<file path="src/rtl/smtk_pkg.sv">
package smtk_pkg;

	localparam int LOGIT_W = 16;
	localparam int EXP_W = 17;
	localparam int PROB_W = 16;
	localparam int TOP_W = 7;
	localparam int IDX_W = 6;
	localparam int RESULT_LIMIT = 64;
	localparam logic [TOP_W-1:0] TOP_COUNT_RST = 7'd5;
	localparam logic [EXP_W-1:0] EXP_CUTOFF = 17'd16384;
	localparam logic [PROB_W-1:0] PROB_MAX = 16'hFFFF;

	typedef enum logic [3:0] {
		ST_LOAD,
		ST_MAX_RD,
		ST_MAX_WT,
		ST_EXP_RD,
		ST_EXP_WT,
		ST_EXP_RUN,
		ST_DIV_RD,
		ST_DIV_WT,
		ST_DIV_RUN,
		ST_SEL_RD,
		ST_SEL_WT,
		ST_EMIT,
		ST_CLEAR
	} state_t;

	// 2^(-i/16) in Q1.16
	function automatic logic [EXP_W-1:0] pow2_lut(input logic [3:0] i);
		logic [EXP_W-1:0] v;
		case (i)
			4'd0: v = 17'd65536;
			4'd1: v = 17'd62757;
			4'd2: v = 17'd60097;
			4'd3: v = 17'd57549;
			4'd4: v = 17'd55109;
			4'd5: v = 17'd52773;
			4'd6: v = 17'd50535;
			4'd7: v = 17'd48393;
			4'd8: v = 17'd46341;
			4'd9: v = 17'd44376;
			4'd10: v = 17'd42495;
			4'd11: v = 17'd40693;
			4'd12: v = 17'd38968;
			4'd13: v = 17'd37316;
			4'd14: v = 17'd35734;
			4'd15: v = 17'd34219;
			default: v = 17'd65536;
		endcase
		return v;
	endfunction

endpackage

</file>
<file path="src/rtl/smtk_if.sv">
interface smtk_in_if;
	logic valid;
	logic ready;
	logic signed [smtk_pkg::LOGIT_W-1:0] logit;
	logic last_logit;
	modport source (output valid, output logit, output last_logit, input ready);
	modport sink (input valid, input logit, input last_logit, output ready);
endinterface

interface smtk_out_if;
	logic valid;
	logic ready;
	logic [smtk_pkg::IDX_W-1:0] entry_index;
	logic [smtk_pkg::IDX_W-1:0] rank;
	logic [smtk_pkg::PROB_W-1:0] probability;
	logic last_result;
	modport source (output valid, output entry_index, output rank, output probability,
		output last_result, input ready);
	modport sink (input valid, input entry_index, input rank, input probability,
		input last_result, output ready);
endinterface

</file>
<file path="src/rtl/softmax_top_k_select.sv">
// Softmax top-k selector. Logits (signed Q5.10) arrive one per transaction
// and are written to a row memory at one per cycle while input ready is high;
// transactions beyond MAX_ENTRIES are dropped, but a dropped last_logit still
// ends the row. After the last logit, with N stored entries, the block runs
// four passes. The max pass reads each entry once from the row memory. The
// exponent pass, per entry: a read, a start step and the 5-stage exp pipeline.
// The divide pass, per entry: a read, a start step, the 17-step bit-serial
// divider, then its done flag and the write-back.
// Selection then makes one scan per result: one memory read per entry, then
// loading the output register, which waits while that register is held by a
// stalled receiver. Each scan picks the best entry that ranks strictly below
// the previous pick (higher probability first, lower index on ties), so no
// per-entry marks are kept.
// A clear state follows the final result, or the divide pass when no result
// is wanted. Input ready is low from the cycle after the last logit until
// that clear state has passed. Write top_count through cfg_we / cfg_wdata
// only while the block is idle; results are emitted in descending
// probability, ties to the lower index.
module softmax_top_k_select #(
	parameter int MAX_ENTRIES = 64
) (
	input  logic                          clk,
	input  logic                          arst_n,
	input  logic                          cfg_we,
	input  logic [smtk_pkg::TOP_W-1:0]    cfg_wdata,
	smtk_in_if.sink                       din,
	smtk_out_if.source                    dout
);
	localparam int AW = (MAX_ENTRIES > 1) ? $clog2(MAX_ENTRIES) : 1;
	localparam int CW = $clog2(MAX_ENTRIES + 1);
	localparam int SW = smtk_pkg::EXP_W + AW;
	localparam int WW = (CW > smtk_pkg::TOP_W) ? CW : smtk_pkg::TOP_W;
	localparam int LW = smtk_pkg::LOGIT_W;
	localparam int EW = smtk_pkg::EXP_W;

	smtk_pkg::state_t state_q, state_d;

	logic [smtk_pkg::TOP_W-1:0] top_count_q;
	logic [CW-1:0]              count_q;
	logic [CW-1:0]              j_q;
	logic [WW-1:0]              k_q;
	logic [WW-1:0]              want_q;
	logic [WW-1:0]              want_d;
	logic signed [LW-1:0]       mx_q;
	logic [SW-1:0]              sum_q;
	logic                       found_q;
	logic [AW-1:0]              best_q;
	logic [smtk_pkg::PROB_W-1:0] bestp_q;
	logic [AW-1:0]              prev_idx_q;
	logic [smtk_pkg::PROB_W-1:0] prev_p_q;

	// memory ports
	logic            lr_we, vr_we;
	logic [AW-1:0]   lr_waddr, lr_raddr, vr_addr;
	logic [LW-1:0]   lr_rdata;
	logic [EW-1:0]   vr_wdata, vr_rdata;

	logic            exp_start, exp_done;
	logic [EW-1:0]   exp_e;
	logic            div_start, div_done;
	logic [EW-1:0]   div_q;

	logic            last_j;
	logic            out_free;
	logic            accept;
	logic            sel_ok;
	logic signed [LW:0] diff;
	logic [smtk_pkg::PROB_W-1:0] prob_sat;
	logic [smtk_pkg::PROB_W-1:0] cand_p;

	logic            out_valid_q;
	logic [smtk_pkg::IDX_W-1:0] out_idx_q, out_rank_q;
	logic [smtk_pkg::PROB_W-1:0] out_prob_q;
	logic            out_last_q;

	assign accept = din.valid && din.ready;
	assign last_j = (j_q == count_q - 1'b1);
	assign out_free = !out_valid_q || dout.ready;
	assign diff = (LW+1)'(mx_q) - (LW+1)'($signed(lr_rdata));
	assign prob_sat = div_q[EW-1] ? smtk_pkg::PROB_MAX : div_q[EW-2:0];
	assign cand_p = vr_rdata[smtk_pkg::PROB_W-1:0];
	// entry not yet emitted: it ranks below the previous pick
	assign sel_ok = (k_q == '0) || (cand_p < prev_p_q) ||
		(cand_p == prev_p_q && j_q[AW-1:0] > prev_idx_q);

	// clamp requested count to row length and the result limit
	always_comb begin
		want_d = WW'(top_count_q);
		if (want_d > WW'(count_q)) begin
			want_d = WW'(count_q);
		end
		if (want_d > WW'(smtk_pkg::RESULT_LIMIT)) begin
			want_d = WW'(smtk_pkg::RESULT_LIMIT);
		end
	end

	smtk_ram #(.WIDTH(LW), .DEPTH(MAX_ENTRIES)) u_logit_ram (
		.clk   (clk),
		.we    (lr_we),
		.waddr (lr_waddr),
		.wdata (din.logit),
		.raddr (lr_raddr),
		.rdata (lr_rdata)
	);

	// holds exp values, then probabilities in place
	smtk_ram #(.WIDTH(EW), .DEPTH(MAX_ENTRIES)) u_value_ram (
		.clk   (clk),
		.we    (vr_we),
		.waddr (vr_addr),
		.wdata (vr_wdata),
		.raddr (vr_addr),
		.rdata (vr_rdata)
	);

	smtk_exp u_exp (
		.clk    (clk),
		.arst_n (arst_n),
		.start  (exp_start),
		.x      (diff[EW-1:0]),
		.done   (exp_done),
		.e      (exp_e)
	);

	smtk_div #(.SW(SW)) u_div (
		.clk    (clk),
		.arst_n (arst_n),
		.start  (div_start),
		.num    (vr_rdata),
		.den    (sum_q),
		.done   (div_done),
		.q      (div_q)
	);

	// next state
	always_comb begin
		state_d = state_q;
		case (state_q)
			smtk_pkg::ST_LOAD: begin
				if (accept && din.last_logit) begin
					state_d = smtk_pkg::ST_MAX_RD;
				end
			end
			smtk_pkg::ST_MAX_RD: state_d = smtk_pkg::ST_MAX_WT;
			smtk_pkg::ST_MAX_WT: state_d = last_j ? smtk_pkg::ST_EXP_RD : smtk_pkg::ST_MAX_RD;
			smtk_pkg::ST_EXP_RD: state_d = smtk_pkg::ST_EXP_WT;
			smtk_pkg::ST_EXP_WT: state_d = smtk_pkg::ST_EXP_RUN;
			smtk_pkg::ST_EXP_RUN: begin
				if (exp_done) begin
					state_d = last_j ? smtk_pkg::ST_DIV_RD : smtk_pkg::ST_EXP_RD;
				end
			end
			smtk_pkg::ST_DIV_RD: state_d = smtk_pkg::ST_DIV_WT;
			smtk_pkg::ST_DIV_WT: state_d = smtk_pkg::ST_DIV_RUN;
			smtk_pkg::ST_DIV_RUN: begin
				if (div_done) begin
					if (!last_j) begin
						state_d = smtk_pkg::ST_DIV_RD;
					end else if (want_d == '0) begin
						state_d = smtk_pkg::ST_CLEAR;
					end else begin
						state_d = smtk_pkg::ST_SEL_RD;
					end
				end
			end
			smtk_pkg::ST_SEL_RD: state_d = smtk_pkg::ST_SEL_WT;
			smtk_pkg::ST_SEL_WT: state_d = last_j ? smtk_pkg::ST_EMIT : smtk_pkg::ST_SEL_RD;
			smtk_pkg::ST_EMIT: begin
				if (out_free) begin
					state_d = (k_q + 1'b1 == want_q) ? smtk_pkg::ST_CLEAR : smtk_pkg::ST_SEL_RD;
				end
			end
			smtk_pkg::ST_CLEAR: state_d = smtk_pkg::ST_LOAD;
			default: state_d = smtk_pkg::ST_LOAD;
		endcase
	end

	// outputs to memories and units
	always_comb begin
		din.ready = (state_q == smtk_pkg::ST_LOAD);
		lr_we = accept && (count_q < CW'(MAX_ENTRIES));
		lr_waddr = count_q[AW-1:0];
		lr_raddr = j_q[AW-1:0];
		vr_addr = j_q[AW-1:0];
		vr_we = 1'b0;
		vr_wdata = exp_e;
		exp_start = 1'b0;
		div_start = 1'b0;
		case (state_q)
			smtk_pkg::ST_EXP_WT: exp_start = 1'b1;
			smtk_pkg::ST_EXP_RUN: vr_we = exp_done;
			smtk_pkg::ST_DIV_WT: div_start = 1'b1;
			smtk_pkg::ST_DIV_RUN: begin
				vr_we = div_done;
				vr_wdata = EW'(prob_sat);
			end
			default: ;
		endcase
	end

	always_ff @(posedge clk or negedge arst_n) begin
		if (!arst_n) begin
			state_q <= smtk_pkg::ST_LOAD;
			top_count_q <= smtk_pkg::TOP_COUNT_RST;
			count_q <= '0;
			j_q <= '0;
			k_q <= '0;
			want_q <= '0;
			sum_q <= '0;
			found_q <= 1'b0;
			out_valid_q <= 1'b0;
		end else begin
			state_q <= state_d;
			if (cfg_we) begin
				top_count_q <= cfg_wdata;
			end
			if (state_q == smtk_pkg::ST_EMIT && out_free) begin
				out_valid_q <= 1'b1;
			end else if (dout.ready) begin
				out_valid_q <= 1'b0;
			end
			case (state_q)
				smtk_pkg::ST_LOAD: begin
					// count stored logits; hold at MAX_ENTRIES and drop the rest
					if (lr_we) begin
						count_q <= count_q + 1'b1;
					end
					j_q <= '0;
				end
				smtk_pkg::ST_MAX_WT: begin
					j_q <= last_j ? '0 : j_q + 1'b1;
				end
				smtk_pkg::ST_EXP_RUN: begin
					if (exp_done) begin
						sum_q <= sum_q + SW'(exp_e);
						j_q <= last_j ? '0 : j_q + 1'b1;
					end
				end
				smtk_pkg::ST_DIV_RUN: begin
					if (div_done) begin
						j_q <= last_j ? '0 : j_q + 1'b1;
						want_q <= want_d;
						k_q <= '0;
						found_q <= 1'b0;
					end
				end
				smtk_pkg::ST_SEL_WT: begin
					if (sel_ok && (!found_q || cand_p > bestp_q)) begin
						found_q <= 1'b1;
					end
					j_q <= last_j ? '0 : j_q + 1'b1;
				end
				smtk_pkg::ST_EMIT: begin
					if (out_free) begin
						k_q <= k_q + 1'b1;
						found_q <= 1'b0;
					end
				end
				smtk_pkg::ST_CLEAR: begin
					count_q <= '0;
					sum_q <= '0;
				end
				default: ;
			endcase
		end
	end

	// payload registers
	always_ff @(posedge clk) begin
		if (state_q == smtk_pkg::ST_MAX_WT) begin
			if (j_q == '0 || $signed(lr_rdata) > mx_q) begin
				mx_q <= $signed(lr_rdata);
			end
		end
		if (state_q == smtk_pkg::ST_SEL_WT) begin
			if (sel_ok && (!found_q || cand_p > bestp_q)) begin
				best_q <= j_q[AW-1:0];
				bestp_q <= cand_p;
			end
		end
		if (state_q == smtk_pkg::ST_EMIT && out_free) begin
			out_idx_q <= smtk_pkg::IDX_W'(best_q);
			out_rank_q <= smtk_pkg::IDX_W'(k_q);
			out_prob_q <= bestp_q;
			out_last_q <= (k_q + 1'b1 == want_q);
			prev_idx_q <= best_q;
			prev_p_q <= bestp_q;
		end
	end

	assign dout.valid = out_valid_q;
	assign dout.entry_index = out_idx_q;
	assign dout.rank = out_rank_q;
	assign dout.probability = out_prob_q;
	assign dout.last_result = out_last_q;
endmodule

</file>
<file path="src/rtl/smtk_ram.sv">
module smtk_ram #(
	parameter int WIDTH = 16,
	parameter int DEPTH = 64
) (
	input  logic                     clk,
	input  logic                     we,
	input  logic [$clog2(DEPTH)-1:0] waddr,
	input  logic [WIDTH-1:0]         wdata,
	input  logic [$clog2(DEPTH)-1:0] raddr,
	output logic [WIDTH-1:0]         rdata
);
	logic [WIDTH-1:0] mem [DEPTH];

	always_ff @(posedge clk) begin
		if (we) begin
			mem[waddr] <= wdata;
		end
		rdata <= mem[raddr];
	end
endmodule

</file>
<file path="src/rtl/smtk_exp.sv">
module smtk_exp (
	input  logic                         clk,
	input  logic                         arst_n,
	input  logic                         start,
	input  logic [smtk_pkg::EXP_W-1:0]   x,
	output logic                         done,
	output logic [smtk_pkg::EXP_W-1:0]   e
);
	logic [4:0]  vld_q;
	logic        zero_s1, zero_s2, zero_s3, zero_s4;
	logic [14:0] y_s1;
	logic [4:0]  n_s2, n_s3, n_s4;
	logic [3:0]  i_s2, i_s3;
	logic [11:0] lin_s2;
	logic [16:0] f_s3;
	logic [16:0] m_s4;
	logic [16:0] e_s5;
	logic [31:0] prod_y;
	logic [31:0] prod_lin;
	logic [23:0] sq;
	logic [33:0] prod_m;

	assign prod_y = 32'(x[14:0]) * 32'd94548;
	assign prod_lin = 32'(y_s1[5:0]) * 32'd45426;
	assign sq = 24'(lin_s2) * 24'(lin_s2);
	assign prod_m = 34'(smtk_pkg::pow2_lut(i_s3)) * 34'(f_s3);

	always_ff @(posedge clk or negedge arst_n) begin
		if (!arst_n) begin
			vld_q <= '0;
		end else begin
			vld_q <= {vld_q[3:0], start};
		end
	end

	always_ff @(posedge clk) begin
		zero_s1 <= x > smtk_pkg::EXP_CUTOFF;
		y_s1 <= prod_y[30:16];
		zero_s2 <= zero_s1;
		n_s2 <= y_s1[14:10];
		i_s2 <= y_s1[9:6];
		lin_s2 <= prod_lin[21:10];
		zero_s3 <= zero_s2;
		n_s3 <= n_s2;
		i_s3 <= i_s2;
		f_s3 <= 17'(18'd65536 - 18'(lin_s2) + 18'(sq[23:17]));
		zero_s4 <= zero_s3;
		n_s4 <= n_s3;
		m_s4 <= prod_m[32:16];
		e_s5 <= zero_s4 ? '0 : (m_s4 >> n_s4);
	end

	assign done = vld_q[4];
	assign e = e_s5;
endmodule

</file>
<file path="src/rtl/smtk_div.sv">
module smtk_div #(
	parameter int SW = 23
) (
	input  logic                         clk,
	input  logic                         arst_n,
	input  logic                         start,
	input  logic [smtk_pkg::EXP_W-1:0]   num,
	input  logic [SW-1:0]                den,
	output logic                         done,
	output logic [smtk_pkg::EXP_W-1:0]   q
);
	localparam int QW = smtk_pkg::EXP_W;
	localparam int CNW = $clog2(QW + 1);

	logic [SW:0]     rem_q;
	logic [QW-1:0]   sh_q;
	logic [QW-1:0]   q_q;
	logic [CNW-1:0]  cnt_q;
	logic            busy_q;
	logic            done_q;
	logic [SW+1:0]   trial;
	logic            ge;

	// Quotient stays below 2^17 since num < 2*den; shift in the low 17 dividend bits
	assign trial = {rem_q, sh_q[QW-1]};
	assign ge = trial >= {1'b0, 1'b0, den};

	always_ff @(posedge clk or negedge arst_n) begin
		if (!arst_n) begin
			busy_q <= 1'b0;
			done_q <= 1'b0;
			cnt_q <= '0;
		end else begin
			done_q <= 1'b0;
			if (start) begin
				busy_q <= 1'b1;
				cnt_q <= CNW'(QW);
			end else if (busy_q) begin
				cnt_q <= cnt_q - 1'b1;
				if (cnt_q == CNW'(1)) begin
					busy_q <= 1'b0;
					done_q <= 1'b1;
				end
			end
		end
	end

	always_ff @(posedge clk) begin
		if (start) begin
			rem_q <= (SW+1)'(num >> 1);
			sh_q <= {num[0], {(QW-1){1'b0}}};
			q_q <= '0;
		end else if (busy_q) begin
			rem_q <= ge ? (SW+1)'(trial - (SW+2)'(den)) : (SW+1)'(trial);
			sh_q <= {sh_q[QW-2:0], 1'b0};
			q_q <= {q_q[QW-2:0], ge};
		end
	end

	assign done = done_q;
	assign q = q_q;
endmodule
</file>
<file path="src/flat_wrapper.sv">
// flat-port wrapper written by rule: the top's interface ports become plain ports
module softmax_top_k_select_flat 
#(
	parameter int MAX_ENTRIES = 64
)
  (clk, arst_n, cfg_we, cfg_wdata, din_valid, din_logit, din_last_logit, din_ready, dout_valid, dout_entry_index, dout_rank, dout_probability, dout_last_result, dout_ready);
  smtk_in_if din_i ();
  smtk_out_if dout_i ();
  input  logic clk;
  input  logic arst_n;
  input  logic cfg_we;
  input  logic [smtk_pkg::TOP_W-1:0] cfg_wdata;
  input wire logic [$bits(din_i.valid)-1:0] din_valid;
  input wire logic [$bits(din_i.logit)-1:0] din_logit;
  input wire logic [$bits(din_i.last_logit)-1:0] din_last_logit;
  output wire logic [$bits(din_i.ready)-1:0] din_ready;
  output wire logic [$bits(dout_i.valid)-1:0] dout_valid;
  output wire logic [$bits(dout_i.entry_index)-1:0] dout_entry_index;
  output wire logic [$bits(dout_i.rank)-1:0] dout_rank;
  output wire logic [$bits(dout_i.probability)-1:0] dout_probability;
  output wire logic [$bits(dout_i.last_result)-1:0] dout_last_result;
  input wire logic [$bits(dout_i.ready)-1:0] dout_ready;
  assign din_i.valid = din_valid;
  assign din_i.logit = din_logit;
  assign din_i.last_logit = din_last_logit;
  assign din_ready = din_i.ready;
  assign dout_valid = dout_i.valid;
  assign dout_entry_index = dout_i.entry_index;
  assign dout_rank = dout_i.rank;
  assign dout_probability = dout_i.probability;
  assign dout_last_result = dout_i.last_result;
  assign dout_i.ready = dout_ready;
  softmax_top_k_select #(.MAX_ENTRIES(MAX_ENTRIES)) u_core (.clk(clk), .arst_n(arst_n), .cfg_we(cfg_we), .cfg_wdata(cfg_wdata), .din(din_i), .dout(dout_i));
endmodule
</file>
<file path="config.mk">
export PLATFORM = sky130hd
export DESIGN_NAME = softmax_top_k_select_flat
export DESIGN_NICKNAME = d
export VERILOG_FILES = /design/src/rtl/smtk_pkg.sv /design/src/rtl/smtk_if.sv /design/src/rtl/softmax_top_k_select.sv /design/src/rtl/smtk_ram.sv /design/src/rtl/smtk_exp.sv /design/src/rtl/smtk_div.sv /design/src/flat_wrapper.sv
export SDC_FILE = /design/constraint.sdc
export NUM_CORES = 2
export LEC_CHECK = 0
export BUFFER_PORTS_ARGS = -buffer_cell sky130_fd_sc_hd__buf_2
export CORE_UTILIZATION = 50
export CTS_BUF_LIST = sky130_fd_sc_hd__clkbuf_8
export DETAILED_ROUTE_END_ITERATION = 7
export PLACE_DENSITY = 0.62
export SLEW_MARGIN = 40
export SYNTH_ARGS = -nofsm -noshare
export SYNTH_HDL_FRONTEND = slang
export SYNTH_SLANG_ARGS = --single-unit
</file>
<file path="constraint.sdc">
create_clock -name clk -period 7.61 [get_ports clk]
set_input_delay 1.522 -clock clk [delete_from_list [all_inputs] [get_ports clk]]
set_output_delay 1.522 -clock clk [all_outputs]
set_load 0.05 [all_outputs]
</file>
==> flow_summary.json <==
{
  "drc": 0,
  "antenna_left": 0,
  "skew_ns": 0.0846,
  "leakage_nw": 44.7,
  "synth_common_cells": "edfxtp_1, a22oi_1, inv_1, ha_1, nand2_1",
  "hpwlAfterDp_um": 182000,
  "antenna_found_initial": 16,
  "dr_total_vias": 67200,
  "outcome": "completed",
  "area_growth_pct": 10.9,
  "start_kind": "flop",
  "cp_max_fo": 5,
  "path_delay_family": "adder cells",
  "drt-pass1-iter-count": 8,
  "fin_util": 0.559,
  "crit_type": "reg -> reg",
  "setup_viol": 0,
  "synth_ff_type": "edfxtp_1",
  "syn_inst": 7601,
  "cts_buffers": 399,
  "fin_cells": 11000,
  "drt_iter0_drc": 6824,
  "h-tree-depth": 5,
  "route.final.wire_length_um": 301000,
  "r2r_slack_ns": 0.43,
  "core-area_um2": 218000,
  "timing.fmax_mhz": 139,
  "synth.distinct_cells": 88,
  "crit_required_ns": 8.54,
  "syn_nets": 8458,
  "synth.largest_area_cell": "edfxtp_1",
  "yosysMostFrequentCell": "edfxtp_1",
  "portBuffers": 59,
  "worst_pin_slew_ns": 0.912,
  "layout_min_cycle_time_ns": 7.18,
  "wire_per_inst_um": 27.3,
  "ys_seq_elements": 2448,
  "cts.path.max_buffers": 4,
  "fin_nets": 8741,
  "synth_top_area_frac": 0.601,
  "worst_hold_path_type": "reg -> reg",
  "rsz0062_at_grt": "false",
  "relSlewSlack": 0.391,
  "grt_pass1_wl_um": 443000,
  "gp_congestion": 0.877,
  "arrival_ns": 8.11,
  "syn-mean-instance-area_um2": 14.4,
  "hold_viol": 0,
  "dieArea_um2": 221000,
  "die_y_um": 470,
  "crit_buf_inv": 8,
  "drive_gt1_frac": 0.116,
  "p_total_mw": 24.9,
  "yosys_warnings": 0,
  "overflow": 0,
  "synth_area_um2": 110000,
  "clkTransAtPathRegs_ns": 0.06,
  "critical_path.most_common_cell": "inv_1",
  "final_area_um2": 122000,
  "finalMaxSlewViolations": 0,
  "endpoint_kind": "flop",
  "grt_pass1_vias": 67600,
  "cts_sinks": 2448,
  "seq_area_frac_synth": 0.650,
  "die_w_um": 470,
  "ys_top_cells_by_area": "edfxtp_1, fa_1, a22oi_1",
  "cpMaxStageDelayCell": "fa_1",
  "async_flop_share": 0.0310,
  "dpl_cell_area_um2": 115000,
  "track_usage": 0.269,
  "clkLatencyLatePin_ns": 1.09,
  "p_per_area_nw_per_um2": 205,
  "cap_violations": 0,
  "synth_edf_count": 2196,
  "num_io_pins": 60,
  "rows": 171,
  "slowest_delay_ns": 0.55,
  "cts_tree": "yes",
  "dp.cells": 10300,
  "cts_root_buf": "clkbuf_8",
  "finalSetupTns_ns": 0,
  "irDropWorstVdd_mv": 0.241,
  "viasPerCell": 6.11,
  "grt_max_degree": 106,
  "period_share": 0.943,
  "start_util": 0.504
}
## cells in the final DEF (no fill, tap or decap), types with 17 or more instances in the layout
cell	netlist	routed
a221oi_1	134	134
clkinv_2	0	29
clkbuf_8	3	413
nor3_1	62	56
nor4_1	44	35
o21a_1	41	41
nor2_1	339	259
a21o_1	30	30
nand3_1	86	84
nor2b_1	32	31
fa_1	376	376
clkinv_1	3	63
nand2b_1	22	22
nand4_1	74	74
buf_12	0	18
mux2i_1	62	62
a22oi_1	801	801
and2_1	114	113
dfrtp_1	74	73
a211oi_1	21	20
nor2_4	0	43
a22o_1	129	129
xor2_1	44	44
buf_4	0	203
nand2_1	403	392
dfxtp_1	176	170
nor2_2	0	37
a21oi_1	192	173
a41oi_1	87	87
xnor2_1	90	89
buf_2	17	52
o31ai_1	18	18
edfxtp_1	2196	2196
mux2_2	17	17
a31oi_1	137	135
inv_1	633	768
ha_1	452	452
o21ai_0	113	111
## metrics by stage
stage | worst slack [ns] | hold WS (ns)
floorplan | 0.617 | 0.310
global placement | 0.349 | 0.315
detailed placement | 0.158 | 0.312
CTS | 0.112 | 0.264
global route | 0.0109 | 0.306
finish | 0.433 | 0.318
## final timing paths
kind                                         from                     to  cells past startpoint
setup / recovery           u_core.u_exp.lin_s2[7]  u_core.u_exp.f_s3[10]                     31
hold / removal               u_core.u_exp.y_s1[9]   u_core.u_exp.i_s2[3]                      0
setup reg to reg           u_core.u_exp.lin_s2[7]  u_core.u_exp.f_s3[10]                     31
hold reg to reg              u_core.u_exp.y_s1[9]   u_core.u_exp.i_s2[3]                      0
max in group asynchronous                  arst_n          u_core.j_q[5]                      2
min in group asynchronous                  arst_n       u_core.sum_q[11]                      1
## flip-flops by register name, indices dropped and copies added (netlist names), 12 cells and up, named ones only
name	cells
u_core.prev_p_q	16
u_core.u_exp.e	17
u_core.u_logit_ram.mem	1024
u_core.u_exp.y_s1	15
u_core.mx_q	16
u_core.u_logit_ram.rdata	16
u_core.u_div.rem_q	24
u_core.bestp_q	16
u_core.u_div.q	17
u_core.u_value_ram.rdata	17
u_core.u_exp.m_s4	17
u_core.u_exp.lin_s2	12
u_core.sum_q	23
u_core.u_exp.f_s3	17
u_core.u_value_ram.mem	1088
## cell families after synthesis
| group | Yosys count | synth area share |
|---|---|---|
| flip-flops | 2448 | 0.650 |
| AO/OA/AOI/OAI | 1803 | 0.120 |
| AND/OR/NAND/NOR | 1278 | 0.0555 |
| buffers and inverters | 1030 | 0.0359 |
| adder cells (fa/ha/maj) | 828 | 0.120 |
| XOR/XNOR | 134 | 0.0107 |
| multiplexers | 80 | 0.00761 |
## cell type report
cell class | instances | area (µm²)
repair buffers | 276 | 2190
clock inverters | 249 | 1230
diodes | 6 | 15.0
fillers | 17300 | 95900
well taps | 2854 | 3570
multi-input cells | 4123 | 35200
clock buffers | 413 | 5680
flip-flops and latches | 2448 | 71400
inverters | 636 | 2390
## report_power, final
| group | switching (mW) | internal (mW) |
|---|---|---|
| Sequential | 0.00576 | 14.5 |
| Clock | 5.02 | 5.21 |
| Combinational | 0.121 | 0.0211 |
| Total | 5.15 | 19.8 |
## repair_timing
item | in CTS | in global routing
resized for setup | 0 | 11
buffers inserted | 0 | 1
hold buffers | 0 | 0
setup endpoints to repair | 0 | 11
## metal layers
metal / up-vias / GRT usage / wire length, µm
li1: 29500 / - / -
met1: 34200 / 0.376 / 127000
met2: 3052 / 0.427 / 140000
met3: 512 / 0.0531 / 26300
met4: 12 / 0.0824 / 8360
met5: - / 0 / 80
No activity file was read; power rests on OpenSTA's default activity.
